--- src/rtl/lome_ram.sv ---
// generic memory with one write port and one registered read port
module lome_ram #(
    parameter int WIDTH = 8,
    parameter int DEPTH = 16
) (
    input  logic                     clk,
    input  logic                     we,
    input  logic [$clog2(DEPTH)-1:0] waddr,
    input  logic [WIDTH-1:0]         wdata,
    input  logic [$clog2(DEPTH)-1:0] raddr,
    output logic [WIDTH-1:0]         rdata
);
    logic [WIDTH-1:0] mem_reg [DEPTH];
    logic [WIDTH-1:0] rdata_reg;

    always_ff @(posedge clk)
    begin
        if (we)
        begin
            mem_reg[waddr] <= wdata;
        end
        rdata_reg <= mem_reg[raddr];
    end

    assign rdata = rdata_reg;
endmodule

--- config.mk ---
export PLATFORM = sky130hd
export DESIGN_NAME = lome_ram
export DESIGN_NICKNAME = d
export VERILOG_FILES = /design/src/rtl/lome_ram.sv
export SDC_FILE = /design/constraint.sdc
export NUM_CORES = 1
export LEC_CHECK = 0
export CORE_MARGIN = 4
export CORE_UTILIZATION = 40
export DETAILED_ROUTE_END_ITERATION = 16
export DONT_BUFFER_PORTS = 1
export PLACE_DENSITY_LB_ADDON = 0.1
export SLEW_MARGIN = 10
export SYNTH_ARGS = -nofsm -noshare
export SYNTH_HDL_FRONTEND = slang
export SYNTH_SLANG_ARGS = --single-unit
--- constraint.sdc ---
create_clock -name clk -period 2.2 [get_ports clk]
set_clock_uncertainty 0.2 [all_clocks]
set_input_delay 0.55 -clock clk [delete_from_list [all_inputs] [get_ports clk]]
set_output_delay 0.55 -clock clk [all_outputs]
set_load 0.1 [all_outputs]
==> impl_metrics.tcl, run 1 <==
set metrics [dict create \
    post_cts_resized 0 \
    setup_viol 0 \
    nNetsFinal 281 \
    cts_post_setup_buffers_inserted 0 \
    cp_cell_sequence "buf_4" \
    cp_slowest_cell "dfxtp_1" \
    fp.dieH_um 121 \
    slew_viol_final 0 \
    cts_sinks 136 \
    routed_wl_um 10200 \
    max_stage_delay_ns 0.37 \
    hold_path.class "input port to flop" \
    p_total_mw 5.76 \
    post-route-drc-count 0 \
    cp-end-kind "output port" \
    maxClockFrequency_mhz 546 \
    leakagePower_nw 1.99 \
    first_pass_iters 4 \
    antenna_found_initial 0 \
    root_buffer "clkbuf_16" \
    dp_hpwl_um 6300 \
    start_util 0.408 \
    rsz0062_at_grt "false" \
    min_period_over_period 0.833 \
    ir_worst_vdd_v 0.000543 \
    via_count 2312 \
    areaGrowthSynthToFinish_pct 16.6 \
    grt_pass1_vias 2470 \
    avgSynthCellArea_um2 22.5 \
    ctsHoldBuffers 0 \
    rows 41 \
    die_area_um2 14700 \
    tritoncts "yes" \
    gp_congestion 0.719 \
    cts_buffer_depth 2 \
    buffer_ports.inserted 0 \
    io_pins 26 \
    ys_seq_elements 136 \
    worstPathArrival_ns 1.08 \
    final_util 0.476 \
    insertion_delay_ns 0.41 \
    fin_crit_ns 1.83 \
    path_clk_slew_ns 0.05 \
    crit_buf_inv 1 \
    largest_reg_flops 128 \
    finalHoldViolCount 0 \
    drt-initial-drc-count 126 \
    vias_per_cell 5.16 \
    synth_cells 229 \
    grt_usage 0.157 \
    netlist_area_um2 5150 \
    htree_levels 4 \
    wl_per_cell_um 22.9 \
    start_kind "flop" \
    grt.overflow.total 0 \
    max-slew-margin-rel 0.543 \
    detail-route-antenna-nets 0 \
    yosys.cell_types.count 19 \
    grt_pass1_wl_um 15700 \
    finalNonFillerCells 448 \
    cts_buffers 17 \
    stdcell_area_um2 6000 \
    path_delay_family "flip-flops" \
    path_max_fanout 1 \
    drv_cap 0 \
    core_um2 12600 \
    yosysWarnings 0 \
    synth_nets 247 \
    grt_max_degree 33 \
    p_per_area_nw_per_um2 959 \
    tns_ns 0 \
    outcome "finished, final reports clean" \
    required_ns 1.45 \
    n_antenna_cell 0 \
    tightest_slew_ns 0.685 \
    drive_above_1_share 0.250 \
    synth_seq_area_share 0.778 \
    die_w_um 121 \
    place_area_um2 5470 \
    dp.cells 416 \
    setup.worst_path.class "flop to output port" \
]
## layer usage
| layer | up-vias | part of all wire | routed length, µm | GRT usage |
|---|---|---|---|---|
| met5 | - | 0 | 0 | 0 |
| met2 | 64 | 0.46 | 4690 | 0.220 |
| met4 | 0 | 0.018 | 189 | 0.0714 |
| met3 | 13 | 0.068 | 695 | 0.0620 |
| li1 | 1040 | - | - | - |
| met1 | 1195 | 0.46 | 4670 | 0.214 |
## placed cells by master (no fill, tap or decap), types with 8 or more instances in the layout
master     count
buf_4         25
nand2_1        9
dfxtp_1        8
mux4_1        14
clkbuf_1       8
nor2_1        13
mux4_2        18
edfxtp_1     128
clkbuf_16     17
a22oi_1       16
## cell families after synthesis
logic type,share of synthesized area
muxes,0.150
buffers and inverters,0.0168
AOI/OAI and AO/OA,0.0233
and+or+nand+nor,0.0318
DFF,0.778
## cell usage after synthesis, drive strengths merged
library cell,n,share of area
mux4,32,0.15
and2b,1,0.0015
dfxtp,8,0.031
buf,7,0.011
nand2,9,0.0066
nor2b,1,0.0012
edfxtp,128,0.75
clkdlybuf4s25,3,0.0058
nand3,1,0.00097
a22oi,16,0.023
or3b,1,0.0017
nor2,13,0.0095
nand2b,2,0.0024
nor3,4,0.0039
and2,1,0.0012
nand3b,2,0.0029
## through the flow
| stage | setup slack (ns) | hold WS, ns |
|---|---|---|
| 2_1_floorplan | 0.184 | 0.429 |
| 3_3_place_gp | 0.306 | 0.450 |
| 3_5_place_dp | 0.302 | 0.450 |
| 4_1_cts | 0.339 | 0.0128 |
| 5_1_grt | 0.326 | 0.00511 |
| 6_report | 0.367 | 0.0320 |
## final timing paths
path | from | end | slack, ns | cells after the start
worst max-delay path | rdata[6] | rdata[6] | 0.37 | 1
worst min-delay path | wdata[2] | mem_reg[9][2] | 0.03 | 0
worst max register to register | mem_reg[1][1] | rdata[1] | 0.70 | 3
worst min register to register | mem_reg[7][3] | rdata[3] | 0.47 | 3
## power breakdown
part           leakage [nW]  switching, mW  internal, mW
clock                 0.263          0.942          1.59
sequential             1.22         0.0177          2.90
combinational         0.502          0.202         0.110
## area by class of cell
class	count	area, µm²
Fill cell	1085	6620
Sequential cell	136	4000
Multi-Input combinational cell	83	1060
Clock inverter	2	10.0
Tap cell	172	215
Timing Repair Buffer	25	188
Clock buffer	30	524
Note: power is estimated with default switching activity, not from simulation.
==> inputs of run 2 (changes only) <==
==> constraint.sdc (replaced) <==
create_clock -name clk -period 1.9 [get_ports clk]
set_clock_uncertainty 0.2 [all_clocks]
set_input_delay 0.475 -clock clk [delete_from_list [all_inputs] [get_ports clk]]
set_output_delay 0.475 -clock clk [all_outputs]
set_load 0.1 [all_outputs]
==> impl_metrics.tcl, run 2 (same netlist as run 1, synthesis figures left out) <==
set metrics [dict create \
    outcome "finished, final reports clean" \
    grt.overflow.total 0 \
    cts_buffer_depth 2 \
    drt-initial-drc-count 153 \
    fin_crit_ns 1.78 \
    drv_cap 0 \
    ctsHoldBuffers 8 \
    nNetsFinal 289 \
    worstPathArrival_ns 1.11 \
    start_kind "flop" \
    crit_buf_inv 1 \
    layout_common_cells "edfxtp_1, buf_4, mux4_2" \
    layout_commonest_cell "edfxtp_1" \
    buffer_ports.inserted 0 \
    r2r_setup_slack_ns 0.38 \
    stdcell_area_um2 6230 \
    wl_per_cell_um 22.2 \
    critPathLaunch "rdata[7]" \
    p_per_area_nw_per_um2 1210 \
    root_buffer "clkbuf_16" \
    tritoncts "yes" \
    reg2reg_to "rdata[2]" \
    die_area_um2 14700 \
    drive_above_1_share 0.264 \
    grt_max_degree 33 \
    p_total_mw 7.54 \
    io_pins 26 \
    cp_cell_sequence "buf_4" \
    n_fill_cell 1048 \
    cts_sinks 136 \
    dp_worst_setup_slack_ns 0.0644 \
    detail-route-antenna-nets 0 \
    tightest_slew_ns 0.657 \
    routed_wl_um 10200 \
    cts_post_setup_buffers_inserted 0 \
    finalNonFillerCells 458 \
    slew_viol_final 0 \
    grt_pass1_vias 2443 \
    regToRegStartpoint "mem_reg[3][2]" \
    whs_ns 0.159 \
    via_count 2369 \
    setup.worst_path.class "flop to output port" \
    grt_pass1_wl_um 15500 \
    required_ns 1.22 \
    post_cts_resized 0 \
    hold_path.class "input port to flop" \
    min_period_over_period 0.938 \
    hp-start "raddr[1]" \
    ir_worst_vdd_v 0.000683 \
    finalHoldViolCount 0 \
    place_area_um2 5470 \
    holdPathEnd "rdata[2]" \
    htree_levels 4 \
    antenna_found_initial 2 \
    whs_path_depth 3 \
    die_w_um 121 \
    path_delay_family "flip-flops" \
    cts_buffers 17 \
    largest_reg_flops 128 \
    grt_usage 0.150 \
    rsz0062_at_grt "false" \
    rows 41 \
    final.setup.worst_slack_ns 0.117 \
    core_um2 12600 \
    setup_viol 0 \
    leakagePower_nw 2.08 \
    areaGrowthSynthToFinish_pct 21.1 \
    vias_per_cell 5.17 \
    cp-end-kind "output port" \
    path_max_fanout 1 \
    dp_hpwl_um 6220 \
    max_stage_delay_ns 0.38 \
    cp_slowest_cell "dfxtp_1" \
    multi_input_area_um2 1060 \
    first_pass_iters 4 \
    path_clk_slew_ns 0.06 \
    max-slew-margin-rel 0.560 \
    dp.cells 416 \
    insertion_delay_ns 0.41 \
    post-route-drc-count 0 \
    r2r_cells 3 \
    gp_congestion 0.723 \
    fp.dieH_um 121 \
    start_util 0.408 \
    regArea_um2 4000 \
    maxClockFrequency_mhz 561 \
]
==> run 2: area by class of cell <==
class / instances / area share
multi-input combinational: 83 / 0.170
clock inverter: 15 / 0.0409
tap: 172 / 0.0345
antenna: 2 / 0.000803
clock buffer: 17 / 0.0682
sequential: 136 / 0.642
timing repair buffer: 33 / 0.0429
==> run 2: per-layer routing <==
layer | part of all wire | vias to the layer above | track usage | wire length [µm]
li1 | - | 1064 | - | -
met3 | 0.060 | 10 | 0.0462 | 612
met4 | 0.0088 | 0 | 0.0609 | 89
met5 | 0 | - | 0 | 0
met1 | 0.46 | 1236 | 0.208 | 4650
met2 | 0.47 | 59 | 0.221 | 4800
==> run 2: worst register-to-register path: stages, from the launching register on <==
cell	delay [ns]
edfxtp_1	0.38
mux4_1	0.51
a22oi_1	0.24
nand2_1	0.08
==> run 2: worst max-delay path by stage <==
stage | slack [ns] | cells after the start | to
floorplan | -0.04 | 2 | mem_reg[3][0]
global placement | 0.08 | 3 | mem_reg[3][5]
detailed placement | 0.06 | 3 | mem_reg[3][1]
CTS | 0.11 | 1 | rdata[7]
global route | 0.1 | 1 | rdata[7]
finish | 0.12 | 1 | rdata[7]
==> run 2: per-stage QoR <==
step,setup TNS [ns],util
6_report,0,0.494
5_1_grt,0,0.494
4_1_cts,0,0.494
3_5_place_dp,0,0.433
3_3_place_gp,0,0.433
2_1_floorplan,-1.18,-
==> run 2: where the power goes <==
part / switching [mW] / leakage (nW) / total, mW / internal [mW]
Combinational: 0.274 / 0.535 / 0.412 / 0.138
Sequential: 0.0214 / 1.22 / 3.38 / 3.36
Clock: 1.18 / 0.324 / 3.75 / 2.57
