==> src/rtl/lome_pkg.sv <==
// shared types, codes and widths of the order book engine
package lome_pkg;

    localparam int DEF_ORDER_SLOTS = 64;
    localparam int DEF_ID_BITS     = 16;
    localparam int DEF_PRICE_BITS  = 32;
    localparam int DEF_QTY_BITS    = 32;

    localparam int SEQ_W       = 48;
    localparam int OUT_ID_W    = 16;
    localparam int OUT_PRICE_W = 32;
    localparam int OUT_QTY_W   = 32;

    localparam int S_TDATA_W = 88;
    localparam int S_TUSER_W = 2;
    localparam int M_TDATA_W = 248;

    localparam int IN_ID_LSB    = 0;
    localparam int IN_SIDE_BIT  = 16;
    localparam int IN_PRICE_LSB = 17;
    localparam int IN_QTY_LSB   = 49;

    localparam int TRADE_W = SEQ_W + 2 * OUT_QTY_W + 2 * OUT_ID_W;

    typedef enum logic [1:0] {
        CMD_LIMIT   = 2'd0,
        CMD_MARKET  = 2'd1,
        CMD_CANCEL  = 2'd2,
        CMD_REPLACE = 2'd3
    } cmd_t;

    typedef enum logic [2:0] {
        STAT_OK       = 3'd0,
        STAT_ID_USED  = 3'd1,
        STAT_INACTIVE = 3'd2,
        STAT_INVALID  = 3'd3,
        STAT_NO_CHG   = 3'd4,
        STAT_FULL     = 3'd5
    } status_t;

    typedef enum logic {
        RANK_MATCH = 1'b0,
        RANK_BOOK  = 1'b1
    } rank_mode_t;

    typedef struct packed {
        logic             valid;
        logic             side;
        logic [SEQ_W-1:0] seq;
    } rank_ref_t;

endpackage

==> src/rtl/lome_rank.sv <==
// shared price and time compare unit used by the match and book sweeps
module lome_rank #(
    parameter int PRICE_BITS = lome_pkg::DEF_PRICE_BITS
) (
    input  lome_pkg::rank_mode_t        mode,
    input  logic                        taker_side,
    input  logic                        cand_valid,
    input  logic                        cand_side,
    input  logic [PRICE_BITS-1:0]       cand_price,
    input  logic [lome_pkg::SEQ_W-1:0]  cand_seq,
    input  lome_pkg::rank_ref_t         ref_info,
    input  logic [PRICE_BITS-1:0]       ref_price,
    output logic                        take
);
    import lome_pkg::*;

    logic prefer_low;
    logic side_ok;

    assign prefer_low = (mode == RANK_MATCH) ? !taker_side : cand_side;
    assign side_ok    = (mode == RANK_MATCH) ? (cand_side != taker_side) : 1'b1;

    always_comb
    begin
        priority if (!cand_valid || !side_ok)
        begin
            take = 1'b0;
        end
        else if (!ref_info.valid)
        begin
            take = 1'b1;
        end
        else if (mode == RANK_MATCH && cand_price == ref_price)
        begin
            take = cand_seq < ref_info.seq;
        end
        else
        begin
            take = prefer_low ? (cand_price < ref_price) : (cand_price > ref_price);
        end
    end
endmodule

==> config.mk <==
export PLATFORM = sky130hd
export DESIGN_NAME = lome_rank
export DESIGN_NICKNAME = d
export VERILOG_FILES = /design/src/rtl/lome_pkg.sv /design/src/rtl/lome_rank.sv
export SDC_FILE = /design/constraint.sdc
export NUM_CORES = 1
export LEC_CHECK = 0
export ABC_CLOCK_PERIOD_IN_PS = 3070
export BUFFER_PORTS_ARGS = -buffer_cell sky130_fd_sc_hd__buf_2
export CORE_MARGIN = 2
export CORE_UTILIZATION = 30
export DETAILED_ROUTE_END_ITERATION = 10
export SYNTH_ARGS = -nofsm -noshare
export SYNTH_HDL_FRONTEND = slang
export SYNTH_SLANG_ARGS = --single-unit
==> constraint.sdc <==
create_clock -name vclk -period 3.07
set_clock_uncertainty 0.15 [all_clocks]
set_input_delay 0.307 -clock vclk [all_inputs]
set_output_delay 0.307 -clock vclk [all_outputs]
set_load 0.02 [all_outputs]
==> results of run 1 <==
==> area by class of cell <==
| type | instances | area, um2 |
|---|---|---|
| Fill cell | 731 | 3640 |
| Tap cell | 80 | 100 |
| Timing Repair Buffer | 167 | 845 |
| Inverter | 81 | 304 |
| Multi-Input combinational cell | 209 | 1830 |
==> power groups by stage <==
stage                     clock network (mW)  registers, mW  logic [mW]
after floorplan                            0              0       0.190
after global placement                     0              0       0.339
after detailed placement                   0              0       0.345
after CTS                                  0              0       0.348
after global routing                       0              0       0.414
final                                      0              0       0.350
==> through the flow <==
| stage | hold slack, ns | worst slack, ns |
|---|---|---|
| after floorplan | 0.720 | 0.473 |
| after global placement | 0.903 | 0.128 |
| after detailed placement | 0.913 | 0.109 |
| after CTS | 0.916 | 0.0882 |
| after global routing | 0.967 | 0.00182 |
| final | 0.913 | 0.122 |
==> repair_timing <==
item | in CTS | in global routing
setup buffers | 0 | 0
resized for setup | 0 | 10
endpoints found under the setup margin | 0 | 1
==> kinds of logic after synthesis <==
kind of cell,after synthesis,share of synthesized area (%)
AO/OA/AOI/OAI,69,21.1
AND/OR/NAND/NOR,60,16.0
buffers and inverters,81,14.7
XOR/XNOR,1,0.423
adder cells (fa/ha/maj),79,47.7
==> routing by layer <==
metal,wire length (um),part of all wire [%],track usage [%]
met1,2480,45,18.0
met2,2520,46,25.8
met3,503,9.1,1.52
met4,0,0,0
met5,0,0,0
==> worst max-delay path: cells and delay by family <==
kind	cells	cell delay, ns
simple gates	5	1.31
compound gates	2	0.34
fa+ha+maj	1	0.30
buf+inv	3	0.23
==> how the worst max path moves through the flow <==
stage	endpoint	from	slack, ns	cells past startpoint
2_1_floorplan	take	ref_price[23]	0.47	9
3_3_place_gp	take	ref_price[19]	0.13	11
3_5_place_dp	take	ref_price[23]	0.11	11
4_1_cts	take	ref_price[23]	0.09	11
5_1_grt	take	ref_price[7]	0.002	11
6_report	take	ref_price[7]	0.12	11
==> cells in the final DEF (no fill, tap or decap), types with 2 or more instances in the layout <==
| cell | synthesis | layout |
|---|---|---|
| nand3_1 | 6 | 6 |
| a21oi_1 | 28 | 28 |
| o211ai_1 | 2 | 2 |
| ha_4 | 0 | 4 |
| o21ai_0 | 11 | 11 |
| a21o_1 | 14 | 14 |
| nand2_1 | 16 | 15 |
| ha_1 | 79 | 75 |
| buf_2 | 0 | 165 |
| a211oi_1 | 3 | 3 |
| nor2_1 | 6 | 6 |
| nor4_1 | 2 | 2 |
| nor3_1 | 2 | 2 |
| nand4_1 | 15 | 15 |
| nand2b_1 | 2 | 2 |
| inv_1 | 81 | 80 |
| nor2b_1 | 4 | 4 |
==> results.py, run 1 <==
metrics = {
    "floorplanning": {
        "dieArea_um2": 7580,
        "start_util_pct": 30.8,
        "ios": 167,
        "die_width_um": 87.1,
        "num_rows": 30,
        "coreArea_um2": 6720,
        "die_height_um": 87.1,
    },
    "power_and_ir_drop": {
        "clkPwrFrac_pct": 0,
        "p_leak_nw": 2.02,
        "swShare_pct": 45.6,
        "power.total_uw": 350,
        "p_switching_uw": 160,
        "sequentialPowerShare_pct": 0,
        "comb_power_share_pct": 100.0,
        "p_per_area_nw_per_um2": 114,
        "ir_drop_mv": 0.0469,
        "p_int_uw": 191,
    },
    "worst_setup_path": {
        "arrival_ns": 2.49,
        "critPathCaptureType": "primary output",
        "critical_path.max_fanout": 3,
        "slowest_stage": "or4b_4",
        "cp.required_ns": 2.61,
        "crit_type": "input port to primary output",
        "path_cells": "buf_2 -> inv_1 -> ha_1 -> nand4_1 -> nor4_1 -> nand2_2 -> or4b_4 -> a221oi_2 -> o21ai_1 -> nand3_1 -> buf_6",
        "critPathMaxStageDelay_ns": 0.53,
        "cp-start-kind": "input port",
    },
    "synthesis": {
        "synth_top_area_share_pct": 47.7,
        "netlist_top_cells_count": "inv_1, ha_1, a21oi_1",
        "syn_nets": 535,
        "synth_most_common_cell": "inv_1",
        "post-synth-top-area-cell": "ha_1",
        "syn_inst": 290,
        "synth.distinct_cells": 34,
        "syn_area_um2": 2070,
        "synth.avg_cell_area_um2": 7.14,
        "ys_seq_area_share_pct": 0,
        "synth_warnings": 0,
        "yosys-top-cells-area": "ha_1, inv_1, a21oi_1",
    },
    "status": {
        "status": "finished clean",
    },
    "hold_path": {
        "holdPathStages": 4,
        "hp-class": "input port to primary output",
        "hold_end": "take",
        "worstHoldStart": "cand_valid",
    },
    "detailed_routing": {
        "drcViolationCount": 0,
        "avgRoutedWirePerCell_um": 10.2,
        "wirelength_um": 5500,
        "drt-vias-per-instance": 4.58,
        "first_iter_violations": 17,
        "first_pass_iters": 4,
        "vias": 2460,
        "ant_nets": 0,
    },
    "timing": {
        "worst_pin_slew_ns": 0.374,
        "tns_ns": 0,
        "slew_violations": 0,
        "fin_crit_ns": 2.95,
        "rsz0062_at_grt": "false",
        "finalSetupViolCount": 0,
        "period_share_pct": 96.0,
        "relSlewSlack_pct": 74.4,
        "fmax_ghz": 0.339,
        "final-hold-violation-count": 0,
    },
    "global_route": {
        "antenna_found_initial": 0,
        "grt_max_degree": 6,
        "grt_pass1_wl_um": 9010,
        "overflow": 0,
        "globalRouteTotalUtil_pct": 13.8,
        "grt_pass1_vias": 2360,
    },
    "finish": {
        "finalInstanceArea_um2": 3080,
        "seq_cell_count": 0,
        "clock_buffers": 0,
        "layout.nets": 704,
        "fin_util_pct": 45.8,
        "register_area_um2": 0,
        "diodes": 0,
        "drive_above_1_share_pct": 38.7,
        "syn2layout_area_growth_pct": 48.8,
        "fin_cells": 537,
    },
    "clock_tree": {
        "ctsHoldBuffers": 0,
    },
    "placed_design": {
        "hpwl_um": 5370,
        "dpl_cell_area_um2": 3010,
        "port_buffers": 166,
        "place.gp.congestion": 0.842,
        "placed_cells": 537,
    },
    "job": {
        "cap_viol_max_count": 0,
    },
}
No activity file was read; power rests on OpenSTA's default activity.
==> inputs of run 2 (changes only) <==
- CORE_UTILIZATION: 30 -> 42
- PLACE_DENSITY: default -> 0.85
==> run 2 against run 1 <==
Compared with the run above:
- total power rose by 0.67%
- cell area down 0.49%
- cell count fell by 1.9%
- highest routed layer is now met4
- global-route usage increased by 5.6 points
- worst setup slack gained 0.063 ns
- largest cell class unchanged
- non-clock buffer count grew 3
- worst hold slack improved by 0.0040 ns
- sequential cell count stayed put
- largest power group unchanged
==> results.py, run 2 (same netlist as run 1, synthesis figures left out) <==
metrics = {
    "hold_path": {
        "hold_end": "take",
        "hp-class": "input port to primary output",
        "worstHoldStart": "ref_info[49]",
        "holdPathStages": 5,
    },
    "power_and_ir_drop": {
        "p_leak_nw": 2.02,
        "p_per_area_nw_per_um2": 115,
        "clkPwrFrac_pct": 0,
        "p_switching_uw": 162,
        "p_int_uw": 191,
        "ir_drop_mv": 0.0628,
        "comb_power_share_pct": 100.0,
        "power.total_uw": 353,
        "swShare_pct": 45.8,
        "sequentialPowerShare_pct": 0,
    },
    "finish": {
        "n_fill_cell": 408,
        "fin_cells": 527,
        "clock_buffers": 0,
        "seq_cell_count": 0,
        "diodes": 0,
        "final_cell_mix": "buf_2, inv_1, ha_1",
        "register_area_um2": 0,
        "layout.nets": 707,
        "multi_input_area_um2": 1810,
        "drive_above_1_share_pct": 38.7,
        "final_common_cell": "buf_2",
        "syn2layout_area_growth_pct": 48.0,
    },
    "detailed_routing": {
        "drt-vias-per-instance": 4.83,
        "wirelength_um": 5630,
        "drcViolationCount": 0,
        "vias": 2544,
        "avgRoutedWirePerCell_um": 10.7,
        "first_pass_iters": 4,
        "first_iter_violations": 24,
        "ant_nets": 0,
    },
    "timing": {
        "final-hold-violation-count": 0,
        "setup_ws_ns": 0.186,
        "fin_crit_ns": 2.88,
        "slew_violations": 0,
        "whs_ns": 0.917,
        "fmax_ghz": 0.347,
        "relSlewSlack_pct": 67.1,
        "finalSetupViolCount": 0,
        "worst_pin_slew_ns": 0.481,
        "tns_ns": 0,
        "period_share_pct": 93.9,
    },
    "placed_design": {
        "dp_slack_ns": 0.110,
        "port_buffers": 166,
        "hpwl_um": 5330,
        "place.gp.congestion": 0.857,
        "placed_cells": 524,
    },
    "global_route": {
        "globalRouteTotalUtil_pct": 19.5,
        "grt_use_met3_pct": 2.44,
        "grt-busiest-layer": "met2",
        "grt_max_degree": 6,
        "grt_pass1_wl_um": 9030,
        "grt.met2_usage_pct": 41.6,
        "overflow": 0,
        "met1_usage_pct": 20.5,
        "antenna_found_initial": 0,
        "grt_pass1_vias": 2427,
    },
    "worst_setup_path": {
        "crit_type": "input port to primary output",
        "crit_family": "simple AND/OR/NAND/NOR gates",
        "critical_path.max_fanout": 3,
        "critPathMaxStageDelay_ns": 0.50,
        "path_cells": "buf_2 -> inv_1 -> ha_1 -> nand4_1 -> nor4_2 -> nand2_1 -> or4b_4 -> a221oi_2 -> o21ai_1 -> nand3_1 -> buf_4",
        "cp_num_buf_inv": 3,
        "cp-start-kind": "input port",
        "arrival_ns": 2.43,
        "cp.required_ns": 2.61,
        "slowest_stage": "or4b_4",
        "critPathCaptureType": "primary output",
    },
    "floorplanning": {
        "start_util_pct": 43.8,
        "ios": 167,
        "die_width_um": 74.2,
        "die_height_um": 74.2,
        "coreArea_um2": 4720,
        "num_rows": 25,
        "dieArea_um2": 5510,
    },
    "status": {
        "status": "finished clean",
    },
    "job": {
        "cap_viol_max_count": 0,
    },
}
-- run 2: worst max path at each step --
stage,end,startpoint,depth (start not counted)
global route,take,ref_price[11],11
finish,take,ref_price[22],11
floorplan,take,ref_price[23],9
global placement,take,ref_price[7],11
CTS,take,ref_price[7],11
detailed placement,take,ref_price[7],11
-- run 2: what timing repair did --
action | in CTS | in global routing
hold buffers | 0 | 0
gates resized for setup | 0 | 6
setup endpoints to repair | 0 | 1
buffers inserted | 0 | 3
-- run 2: power groups by stage --
stage	Sequential (mW)	Combinational (mW)	Clock, mW
floorplan	0	0.190	0
global placement	0	0.331	0
detailed placement	0	0.345	0
CTS	0	0.348	0
global route	0	0.414	0
finish	0	0.353	0
-- run 2: final cells by class --
cell class | count | area share (%)
Timing Repair Buffer | 170 | 28.2
Inverter | 81 | 9.92
Tap cell | 67 | 2.73
Multi-Input combinational cell | 209 | 59.2
-- run 2: metal layers --
layer  routed length [um]  vias to the layer above
li1                     -                     1357
met1                 2140                     1078
met2                 2980                      103
met3                  460                        6
met4                   52                        0
met5                    0                        -
-- run 2: worst min-delay path, cell delays in order --
cell and delay [ns]:
buf_2 0.09, a221oi_2 0.05, o21ai_1 0.07, nand3_1 0.08, buf_4 0.16
-- run 2: per-stage QoR --
stage          instance area, um2  utilization, %
3_5_place_dp                 2990            63.4
4_1_cts                      2990            63.4
3_3_place_gp                 2990            63.4
5_1_grt                      3070            64.9
2_1_floorplan                2070               -
6_report                     3070            64.9
